**config.mk**
```make
export PLATFORM = sky130hd
export DESIGN_NAME = led_matrix_bitplane_scanner_top
export DESIGN_NICKNAME = d
export VERILOG_FILES = /design/src/rtl/core/lmbs_pkg.sv /design/src/rtl/core/lmbs_ram.sv /design/src/rtl/core/led_matrix_bitplane_scanner_top.sv
export SDC_FILE = /design/constraint.sdc
export NUM_CORES = 1
export LEC_CHECK = 0
export ABC_CLOCK_PERIOD_IN_PS = 6590
export BUFFER_PORTS_ARGS = -buffer_cell sky130_fd_sc_hd__buf_4
export CORE_MARGIN = 5
export CORE_UTILIZATION = 60
export CTS_BUF_LIST = sky130_fd_sc_hd__clkbuf_8
export DETAILED_ROUTE_END_ITERATION = 8
export PLACE_DENSITY = 0.75
export SYNTH_ARGS = -nofsm -noshare
export SYNTH_HDL_FRONTEND = slang
export SYNTH_SLANG_ARGS = --single-unit
```
**constraint.sdc**
```tcl
create_clock -name i_clk -period 6.59 [get_ports i_clk]
set_input_delay 1.318 -clock i_clk [delete_from_list [all_inputs] [get_ports i_clk]]
set_output_delay 1.318 -clock i_clk [all_outputs]
set_load 0.05 [all_outputs]
```
**src/rtl/core/lmbs_pkg.sv**
```systemverilog
// Shared types and constants for the LED matrix bit-plane scanner.
package lmbs_pkg;

    // Field widths fixed by the stream payload
    localparam int unsigned ROW_W   = 4;
    localparam int unsigned PLANE_W = 2;
    localparam int unsigned BYTE_W  = 8;
    localparam int unsigned CFG_IDX_W = 2;

    // Compare value loaded when scanning is switched back on
    localparam logic [BYTE_W-1:0] INITIAL_COMPARE = 8'd20;
    // Row at which the second row shift register is loaded
    localparam logic [ROW_W-1:0]  SECOND_BANK_ROW = 4'd8;

    // Reset values of the plane periods
    localparam logic [BYTE_W-1:0] PERIOD_ZERO_RST = 8'd5;
    localparam logic [BYTE_W-1:0] PERIOD_ONE_RST  = 8'd8;
    localparam logic [BYTE_W-1:0] PERIOD_TWO_RST  = 8'd20;

    // Configuration register indexes
    localparam logic [CFG_IDX_W-1:0] CFG_SCAN_ENABLE = 2'd0;
    localparam logic [CFG_IDX_W-1:0] CFG_PERIOD_ZERO = 2'd1;
    localparam logic [CFG_IDX_W-1:0] CFG_PERIOD_ONE  = 2'd2;
    localparam logic [CFG_IDX_W-1:0] CFG_PERIOD_TWO  = 2'd3;

    // Request kinds on the input tuser
    localparam logic REQ_TICK  = 1'b0;
    localparam logic REQ_WRITE = 1'b1;

    // Row driver command issued with a row step
    typedef enum logic [1:0] {
        ACT_NONE        = 2'd0,
        ACT_SHIFT       = 2'd1,
        ACT_LOAD_FIRST  = 2'd2,
        ACT_LOAD_SECOND = 2'd3
    } t_row_action;

endpackage

```
**src/rtl/core/lmbs_ram.sv**
```systemverilog
// Generic single-port-write, single-port-read RAM with registered read data.
module lmbs_ram #(
    parameter int unsigned WIDTH = 8,
    parameter int unsigned DEPTH = 48
) (
    input  logic                     i_clk,
    input  logic                     i_we,
    input  logic [$clog2(DEPTH)-1:0] i_waddr,
    input  logic [WIDTH-1:0]         i_wdata,
    input  logic                     i_re,
    input  logic [$clog2(DEPTH)-1:0] i_raddr,
    output logic [WIDTH-1:0]         o_rdata
);

    logic [WIDTH-1:0] r_mem [DEPTH];
    logic [WIDTH-1:0] r_rdata;

    // Write port
    always_ff @(posedge i_clk) begin
        if (i_we) begin
            r_mem[i_waddr] <= i_wdata;
        end
    end

    // Read port, data held while not enabled
    always_ff @(posedge i_clk) begin
        if (i_re) begin
            r_rdata <= r_mem[i_raddr];
        end
    end

    assign o_rdata = r_rdata;

endmodule

```
**src/rtl/core/led_matrix_bitplane_scanner_top.sv**
```systemverilog
// Top level of the LED matrix bit-plane scanner: tick counter, row sequencer, frame store.
//
//  Channel   Dir  Handshake                 Payload
//  -------   ---  ------------------------  -------------------------------------------
//  s (req)   in   i_s_tvalid / o_s_tready   tuser: req_type; tdata: plane,row,half,byte
//  m (res)   out  o_m_tvalid / i_m_tready   tuser: row_stepped; tdata: cols,action,row,plane
//  cfg       in   i_cfg_we                  i_cfg_index, i_cfg_wdata
//
// One beat in per cycle while not stalled, one result beat out per input beat via
// the frame store read, then the output register. The frame store read for a row
// step is issued in the cycle the tick is taken; the counter and row state update
// the same cycle, so ticks follow back to back. Stalls on the result side hold the
// read data and stop intake only once both the read stage and output register are
// full. Reset is synchronous; frame store entries read as zero until written.
module led_matrix_bitplane_scanner_top #(
    parameter int unsigned ROWS   = 16,
    parameter int unsigned PLANES = 3
) (
    input  logic        i_clk,
    input  logic        i_rst_n,
    // request stream
    input  logic        i_s_tvalid,
    output logic        o_s_tready,
    input  logic [15:0] i_s_tdata,  // wr_plane[1:0], wr_row[5:2], wr_half[6], wr_data[14:7]
    input  logic        i_s_tuser,  // req_type[0]
    // result stream
    output logic        o_m_tvalid,
    input  logic        i_m_tready,
    output logic [23:0] o_m_tdata,  // columns_low[7:0], columns_high[15:8],
                                    // row_action[17:16], shown_row[21:18], shown_plane[23:22]
    output logic        o_m_tuser,  // row_stepped[0]
    // configuration
    input  logic        i_cfg_we,
    input  logic [1:0]  i_cfg_index,
    input  logic [7:0]  i_cfg_wdata
);

    localparam int unsigned DEPTH = PLANES * 16;
    localparam int unsigned AW    = $clog2(DEPTH);
    localparam logic [lmbs_pkg::ROW_W-1:0]   ROW_LAST   = lmbs_pkg::ROW_W'(ROWS - 1);
    localparam logic [lmbs_pkg::PLANE_W-1:0] PLANE_LAST = lmbs_pkg::PLANE_W'(PLANES - 1);

    // Input fields
    logic [1:0] s_plane;
    logic [3:0] s_row;
    logic       s_half;
    logic [7:0] s_byte;
    assign s_plane = i_s_tdata[1:0];
    assign s_row   = i_s_tdata[5:2];
    assign s_half  = i_s_tdata[6];
    assign s_byte  = i_s_tdata[14:7];

    // Configuration registers
    logic       r_scan_enable;
    logic [7:0] r_period_zero, r_period_one, r_period_two;

    // Scan state
    logic [7:0] r_tick_cnt, n_tick_cnt;
    logic [7:0] r_compare, n_compare;
    logic [3:0] r_next_row, n_next_row;
    logic [1:0] r_next_plane, n_next_plane;
    logic [3:0] r_shown_row, n_shown_row;
    logic [1:0] r_shown_plane, n_shown_plane;
    logic [15:0] r_shown_cols;

    // Frame store valid bits, one per byte
    logic [DEPTH-1:0] r_vld_lo, r_vld_hi;

    // Read stage
    logic       r_s1_valid;
    logic       r_s1_step;
    logic       r_s1_en;
    logic       r_s1_vlo, r_s1_vhi;
    lmbs_pkg::t_row_action r_s1_action;
    logic [3:0] r_s1_row;
    logic [1:0] r_s1_plane;

    // Output register
    logic        r_out_valid;
    logic [23:0] r_out_data;
    logic        r_out_user;

    logic        accept, advance, step, wr_ok;
    logic        we_lo, we_hi;
    logic [AW-1:0] waddr, raddr;
    logic [7:0]  rd_lo, rd_hi;
    logic [15:0] s1_cols;
    lmbs_pkg::t_row_action step_action;
    logic [7:0]  plane_period;

    assign advance    = !r_out_valid || i_m_tready;
    assign o_s_tready = !r_s1_valid || advance;
    assign accept     = i_s_tvalid && o_s_tready;

    // Frame write decode, out-of-range writes dropped
    assign wr_ok = accept && (i_s_tuser == lmbs_pkg::REQ_WRITE)
                   && (s_plane <= PLANE_LAST) && (s_row <= ROW_LAST);
    assign we_lo = wr_ok && !s_half;
    assign we_hi = wr_ok && s_half;
    assign waddr = AW'({s_plane, s_row});
    assign raddr = AW'({r_next_plane, r_next_row});

    // Tick match
    assign step = accept && (i_s_tuser == lmbs_pkg::REQ_TICK) && r_scan_enable
                  && (r_tick_cnt == r_compare);

    always_comb begin
        case (r_next_plane)
            2'd0:    plane_period = r_period_zero;
            2'd1:    plane_period = r_period_one;
            default: plane_period = r_period_two;
        endcase
    end

    always_comb begin
        if (r_next_row == '0) begin
            step_action = lmbs_pkg::ACT_LOAD_FIRST;
        end else if (r_next_row == lmbs_pkg::SECOND_BANK_ROW) begin
            step_action = lmbs_pkg::ACT_LOAD_SECOND;
        end else begin
            step_action = lmbs_pkg::ACT_SHIFT;
        end
    end

    // Next scan state for the accepted beat
    always_comb begin
        n_tick_cnt    = r_tick_cnt;
        n_compare     = r_compare;
        n_next_row    = r_next_row;
        n_next_plane  = r_next_plane;
        n_shown_row   = r_shown_row;
        n_shown_plane = r_shown_plane;
        if (step) begin
            n_tick_cnt    = '0;
            n_shown_row   = r_next_row;
            n_shown_plane = r_next_plane;
            if (r_next_row == '0) begin
                n_compare = plane_period;
            end
            if (r_next_row == ROW_LAST) begin
                n_next_row   = '0;
                n_next_plane = (r_next_plane == PLANE_LAST) ? '0 : r_next_plane + 2'd1;
            end else begin
                n_next_row = r_next_row + 4'd1;
            end
        end else if (accept && (i_s_tuser == lmbs_pkg::REQ_TICK) && r_scan_enable) begin
            n_tick_cnt = r_tick_cnt + 8'd1;
        end
        // re-enable restarts the row timer
        if (i_cfg_we && (i_cfg_index == lmbs_pkg::CFG_SCAN_ENABLE)
            && i_cfg_wdata[0] && !r_scan_enable) begin
            n_tick_cnt = '0;
            n_compare  = lmbs_pkg::INITIAL_COMPARE;
        end
    end

    // Scan state and configuration
    always_ff @(posedge i_clk) begin
        if (!i_rst_n) begin
            r_scan_enable <= 1'b1;
            r_period_zero <= lmbs_pkg::PERIOD_ZERO_RST;
            r_period_one  <= lmbs_pkg::PERIOD_ONE_RST;
            r_period_two  <= lmbs_pkg::PERIOD_TWO_RST;
            r_tick_cnt    <= '0;
            r_compare     <= lmbs_pkg::INITIAL_COMPARE;
            r_next_row    <= '0;
            r_next_plane  <= '0;
            r_shown_row   <= '0;
            r_shown_plane <= '0;
        end else begin
            r_tick_cnt    <= n_tick_cnt;
            r_compare     <= n_compare;
            r_next_row    <= n_next_row;
            r_next_plane  <= n_next_plane;
            r_shown_row   <= n_shown_row;
            r_shown_plane <= n_shown_plane;
            if (i_cfg_we) begin
                case (i_cfg_index)
                    lmbs_pkg::CFG_SCAN_ENABLE: r_scan_enable <= i_cfg_wdata[0];
                    lmbs_pkg::CFG_PERIOD_ZERO: r_period_zero <= i_cfg_wdata;
                    lmbs_pkg::CFG_PERIOD_ONE:  r_period_one  <= i_cfg_wdata;
                    lmbs_pkg::CFG_PERIOD_TWO:  r_period_two  <= i_cfg_wdata;
                    default: ;
                endcase
            end
        end
    end

    // Valid bits: bytes never written read as zero
    always_ff @(posedge i_clk) begin
        if (!i_rst_n) begin
            r_vld_lo <= '0;
            r_vld_hi <= '0;
        end else begin
            if (we_lo) r_vld_lo[waddr] <= 1'b1;
            if (we_hi) r_vld_hi[waddr] <= 1'b1;
        end
    end

    // Frame store, one RAM per column half
    lmbs_ram #(.WIDTH(8), .DEPTH(DEPTH)) u_ram_lo (
        .i_clk   (i_clk),
        .i_we    (we_lo),
        .i_waddr (waddr),
        .i_wdata (s_byte),
        .i_re    (step),
        .i_raddr (raddr),
        .o_rdata (rd_lo)
    );

    lmbs_ram #(.WIDTH(8), .DEPTH(DEPTH)) u_ram_hi (
        .i_clk   (i_clk),
        .i_we    (we_hi),
        .i_waddr (waddr),
        .i_wdata (s_byte),
        .i_re    (step),
        .i_raddr (raddr),
        .o_rdata (rd_hi)
    );

    // Read stage: snapshot of the beat while the store read completes
    always_ff @(posedge i_clk) begin
        if (!i_rst_n) begin
            r_s1_valid <= 1'b0;
        end else if (o_s_tready) begin
            r_s1_valid <= i_s_tvalid;
        end
    end

    always_ff @(posedge i_clk) begin
        if (accept) begin
            r_s1_step   <= step;
            r_s1_en     <= r_scan_enable;
            r_s1_action <= step ? step_action : lmbs_pkg::ACT_NONE;
            r_s1_row    <= n_shown_row;
            r_s1_plane  <= n_shown_plane;
            r_s1_vlo    <= r_vld_lo[raddr];
            r_s1_vhi    <= r_vld_hi[raddr];
        end
    end

    // Columns after this beat: fresh row data on a step, else what is shown
    assign s1_cols = r_s1_step ? {(r_s1_vhi ? rd_hi : 8'd0), (r_s1_vlo ? rd_lo : 8'd0)}
                               : r_shown_cols;

    always_ff @(posedge i_clk) begin
        if (!i_rst_n) begin
            r_shown_cols <= '0;
        end else if (i_cfg_we && (i_cfg_index == lmbs_pkg::CFG_SCAN_ENABLE)
                     && !i_cfg_wdata[0] && r_scan_enable) begin
            r_shown_cols <= '0;
        end else if (r_s1_valid && advance && r_s1_step) begin
            r_shown_cols <= s1_cols;
        end
    end

    // Output register
    always_ff @(posedge i_clk) begin
        if (!i_rst_n) begin
            r_out_valid <= 1'b0;
        end else if (advance) begin
            r_out_valid <= r_s1_valid;
        end
    end

    always_ff @(posedge i_clk) begin
        if (advance && r_s1_valid) begin
            if (r_s1_en) begin
                r_out_data <= {r_s1_plane, r_s1_row, r_s1_action, s1_cols};
                r_out_user <= r_s1_step;
            end else begin
                r_out_data <= '0;
                r_out_user <= 1'b0;
            end
        end
    end

    assign o_m_tvalid = r_out_valid;
    assign o_m_tdata  = r_out_data;
    assign o_m_tuser  = r_out_user;

endmodule

```
== Word level (Yosys, flattened, before mapping) ==
Memory sizes are Yosys's and may differ from the RTL's. A register that Yosys moved wholly into a read port is not among the register bits.
Index checks and enable logic that the tools add are counted.

* Bits in registers: 204
* Bits of input ports: 32
* Memories: 2
* Bits in writable memories: 768
* Output and inout bits: 27

* Add/subtract/negate cells: 3
* Reductions and logical operators: 37
* Bitwise logic cells: 5
* Equal/unequal tests: 8
* Mux-type cells: 20
* Magnitude comparators: 5

{| class="wikitable"
|+ Memory list
! memory !! words !! bits a word !! rd ports !! clocked after memory_dff !! write ports !! RTL line !! RTL
|-
| u_ram_hi.r_mem || 48 || 8 || 1 || 1 || 1 || lmbs_ram.sv:15 || <nowiki>logic [WIDTH-1:0] r_mem [DEPTH];</nowiki>
|-
| u_ram_lo.r_mem || 48 || 8 || 1 || 1 || 1 || lmbs_ram.sv:15 ||
|}

{| class="wikitable"
|+ Operators by type and width
! kind !! count
|-
| $or A48 B48 Y48 || 2
|-
| $logic_and A1 B1 Y1 || 17
|-
| $mux W16 || 1
|-
| $mux W8 || 2
|-
| $pmux W8 S2 || 1
|-
| $lt A6 B7 Y1 const B || 2
|-
| $bmux W1 S6 || 2
|-
| $reduce_and A2 Y1 || 6
|-
| $add A8 B1 Y8 const B || 1
|-
| $eq A4 B4 Y1 const B || 2
|-
| $eq A8 B8 Y1 || 1
|-
| $mux W2 || 4
|-
| $mux W4 || 2
|-
| $mux W1 || 7
|-
| $demux W1 S6 || 1
|-
| $eq A2 B2 Y1 const B || 3
|-
| $ge A6 B1 Y1 const B || 1
|-
| $reduce_or A2 Y1 || 3
|-
| $logic_not A1 Y1 || 5
|-
| $add A4 B1 Y4 const B || 1
|-
| $eq A2 B1 Y1 const B || 2
|-
| $le A4 B4 Y1 const B || 1
|-
| $logic_not A2 Y1 || 2
|-
| $logic_not A4 Y1 || 1
|-
| other kinds (5) || 8
|}

== Longest topological paths before layout ==
* Word-level depth: 10
* Gate-level depth with buffers: 11
* Mapped depth without buffers: 7

== Cells and area by module ==
Synthesis repeated with hierarchy kept, for this count alone.

* Cell total of the unflattened synthesis: 2486
* Area total of the unflattened synthesis: 39723.1 um^2

{| class="wikitable"
|+ By module, submodules not included
! module !! instances !! cells each !! sequential area each (um^2) !! area an instance (um^2)
|-
| lmbs_ram || 2 || 793 || 11771.3 || 15429.8
|-
| led_matrix_bitplane_scanner_top || 1 || 900 || 4454.3 || 8863.5
|}

== Worst setup path before layout ==
No wires, ideal clock.

* Path type: input -> output
* Start point: in i_m_tready
* End point: out o_s_tready
* Arrival time: 1.918 ns
* Path slack: 3.354 ns
* Stages: 3
* Data required time: 5.272 ns
* Buffers on the path: 1
* Cell sequence: and3b_1 -> buf_6 -> inv_1

* Word-level cells in the longest chain between the ends: 2

{| class="wikitable"
|+ Ends and longest elaborated chain
! item !! RTL line !! RTL
|-
| start, declared || led_matrix_bitplane_scanner_top.sv:28 || <nowiki>input logic i_m_tready,</nowiki>
|-
| $logic_or A1 B1 Y1 || led_matrix_bitplane_scanner_top.sv:91 || <nowiki>assign advance = !r_out_valid || i_m_tready;</nowiki>
|-
| $logic_or A1 B1 Y1 || led_matrix_bitplane_scanner_top.sv:92 || <nowiki>assign o_s_tready = !r_s1_valid || advance;</nowiki>
|-
| end, declared || led_matrix_bitplane_scanner_top.sv:23 || <nowiki>output logic o_s_tready,</nowiki>
|}

No other way between the ends.

== Final worst setup path ==
Ends and elaborated chain as after synthesis.

==> run metrics <==
Starting Density=0.604; Worst EP arrival=2.31 ns; critical path's top delay family=simple AND/OR/NAND/NOR gates; Cell Area, Synth=roughly 0.039 mm^2; Initial DRT Pass Iterations=5; highest clock rate=0.275 GHz; via count=20,800; Die W=264 um; Syn Nets=2,306; R2R cell count=6; top_reg_cell synth=edfxtp_1; Final Util=0.665; fin cells=3,352; Synth Warn #=0; io pins=59; final setup fails=0; initial antenna violation count=3; worst setup margin=2.96 ns; worst-path cell with the longest stage delay=and3b_1; Avg Synthesized Cell Area=17.0 um^2; Area growth, synth to finish=10.2%; r2r startpoint=r_next_row[1]; status=finished clean; H-tree levels=4; WL/cell=25.6 um; DR iter-0 viols=2,069; most common library cells after synthesis=edfxtp_1 (821), mux2i_1 (281), dfxtp_1 (167), nor2_1 (127), mux4_2 (106); Vias/cell=about 6.2; Post-layout nets=2,406; Hold Buf Count CTS=0; Pwr Total=between 10 and 15 mW; Setup Buffers After CTS=0; critical path class=primary input to output port; Routed Antenna Nets=0; hold path endpoint=r_shown_cols[15]; setup TNS=0 ns; Max Buffers Root-to-Sink=3; # Max-Cap Violations=0; Seq/Total Area, Yosys=0.723; RSZ-0062 raised after global routing=no; Pwr Density=278 mW/mm^2; final hold viol count=0; final WL=approximately 86,000 um; dpl cells=3,071; Core ar.=0.0641 mm^2; grt ovf=0; CP Cell Sequence=buf_4 -> and3b_1 -> inv_1 -> buf_4; most common cell in the synthesized netlist=edfxtp_1; fin crit period=3.63 ns; WP data required=5.27 ns; Top cell by count, worst path=buf_4; row count=93; Worst-Margin Slew=1.25 ns; worst hold path startpoint=r_shown_cols[15]; Worst Hold Class=flop to flop; drc violations=0; Yosys top cell area share=0.637; Clock transition at path regs=0.06 ns; top cells by area, synth=edfxtp_1 (64%), dfxtp_1 (8.6%), mux2i_1 (7.3%); CTS tree=built; GR Util All Layers=0.244; Clock Sinks=988; Reg-to-Reg End=u_ram_hi.o_rdata[5]; die area=~0.07 mm^2; vias in the first global route=20,700; Placer Congestion=0.839; CP startpoint kind=primary input; worst slack at placement=approximately 2.4 ns; Slew HR=0.160; largest net degree at the start of global routing=100; clk_lat worst skew=0.80 ns; synth unique cells=55; Post-DP HPWL=approximately 51,000 um; worst-path fanout max=9; FF+latch count, synth=988; first-pass GRT wire length=129,000 um; maximum VDD drop=0.251 mV; port bufs=57; Final Cycle Share=0.551; crit-path max cell delay=0.58 ns; hold path depth=2; post-synth top area cell=edfxtp_1; CTS Root Cell=clkbuf_8; EDFF count, synth=821; Post-synth ARST share=0; total CTS buffers=153; chip height=264 um; R2R Setup Slk=between 3 and 4 ns; Max Clock Skew=0.0309 ns; endpoint class of the critical path=output port; Pleak=13.6 nW; Max Slew Vio Count=0; Mapped Cells=approximately 2,300; Buf/Inv on CP=3; ratio of cells with drive above 1 in the final layout=0.169; post-CTS resize count=0
tightest hold or removal path: cells and delay by family, from the launching register on:
family	cells	cell delay, ns
AND/OR/NAND/NOR	1	0.05
AO/OA/AOI/OAI	1	0.05
flip-flops	1	0.31
sequential cells by signal (all words and copies together), names as in the netlist, 2 cells and up:
signal            cells
r_vld_hi             48
r_compare             8
r_vld_lo             48
r_shown_row           4
u_ram_lo.o_rdata      8
r_tick_cnt            8
u_ram_lo.r_mem      384
r_s1_plane            2
r_period_two          8
o_m_tdata            24
r_next_row            4
r_next_plane          2
r_s1_row              4
r_shown_plane         2
u_ram_hi.r_mem      384
r_period_one          8
r_shown_cols         16
r_period_zero         8
r_s1_action           2
u_ram_hi.o_rdata      8
per-stage QoR:
step,area [um^2],hold WS [ns]
3_3_place_gp,39700,0.441
2_1_floorplan,38700,0.435
6_report,42600,0.455
4_1_cts,42600,0.455
5_1_grt,42600,0.477
3_5_place_dp,39700,0.447
report_power, final:
group	total, mW	switching (mW)	internal (mW)
Sequential	6.79	0.0121	6.78
Clock	4.83	2.31	2.52
Combinational	0.234	0.187	0.0463
logic make-up after synthesis:
group / after synthesis / share of synthesized area
flops: 988 / 0.723
mux: 393 / 0.136
compound gates: 368 / 0.0722
simple gates: 357 / 0.0439
buf+inv: 146 / 0.0197
xor+xnor: 16 / 0.00362
fa+ha+maj: 3 / 0.000970
layer usage:
| layer | part of all wire | wire length (um) | track usage | vias up |
|---|---|---|---|---|
| met1 | 0.42 | 36200 | 0.353 | 10700 |
| li1 | - | - | - | 9170 |
| met4 | 0.023 | 1950 | 0.0751 | 0 |
| met5 | 0 | 0 | 0 | - |
| met2 | 0.48 | 41000 | 0.380 | 868 |
| met3 | 0.076 | 6530 | 0.0527 | 128 |
worst max-delay path by stage:
stage	start	slack, ns	depth (start not counted)	end
4_1_cts	i_m_tready	2.94	4	o_s_tready
2_1_floorplan	i_m_tready	3.35	3	o_s_tready
6_report	i_m_tready	2.96	4	o_s_tready
3_5_place_dp	i_m_tready	2.40	5	u_ram_hi.r_mem[46][3]
3_3_place_gp	i_m_tready	2.46	5	u_ram_hi.r_mem[15][0]
5_1_grt	r_next_row[0]	2.88	6	u_ram_hi.o_rdata[7]
layout make-up:
type	count	area, um^2
Antenna cell	3	7.51
Clock buffer	172	2370
Clock inverter	106	554
Fill cell	4199	21500
Inverter	6	22.5
Multi-Input combinational cell	1137	9960
Sequential cell	988	28000
Tap cell	855	1070
Timing Repair Buffer	85	663
cell usage in the layout, fill, tap and decap left out, types with 25 or more instances in the layout:
master,n
clkinv_1,25
dfxtp_1,163
a21boi_0,29
a22oi_1,72
buf_4,83
clkbuf_8,172
a221oi_1,27
nand3_1,42
nor2_1,127
mux4_2,106
edfxtp_1,821
mux2i_1,281
o21a_1,97
inv_1,65
a21oi_1,57
nand2_1,96
a22o_1,32
Power figures use the tool's default switching activity.
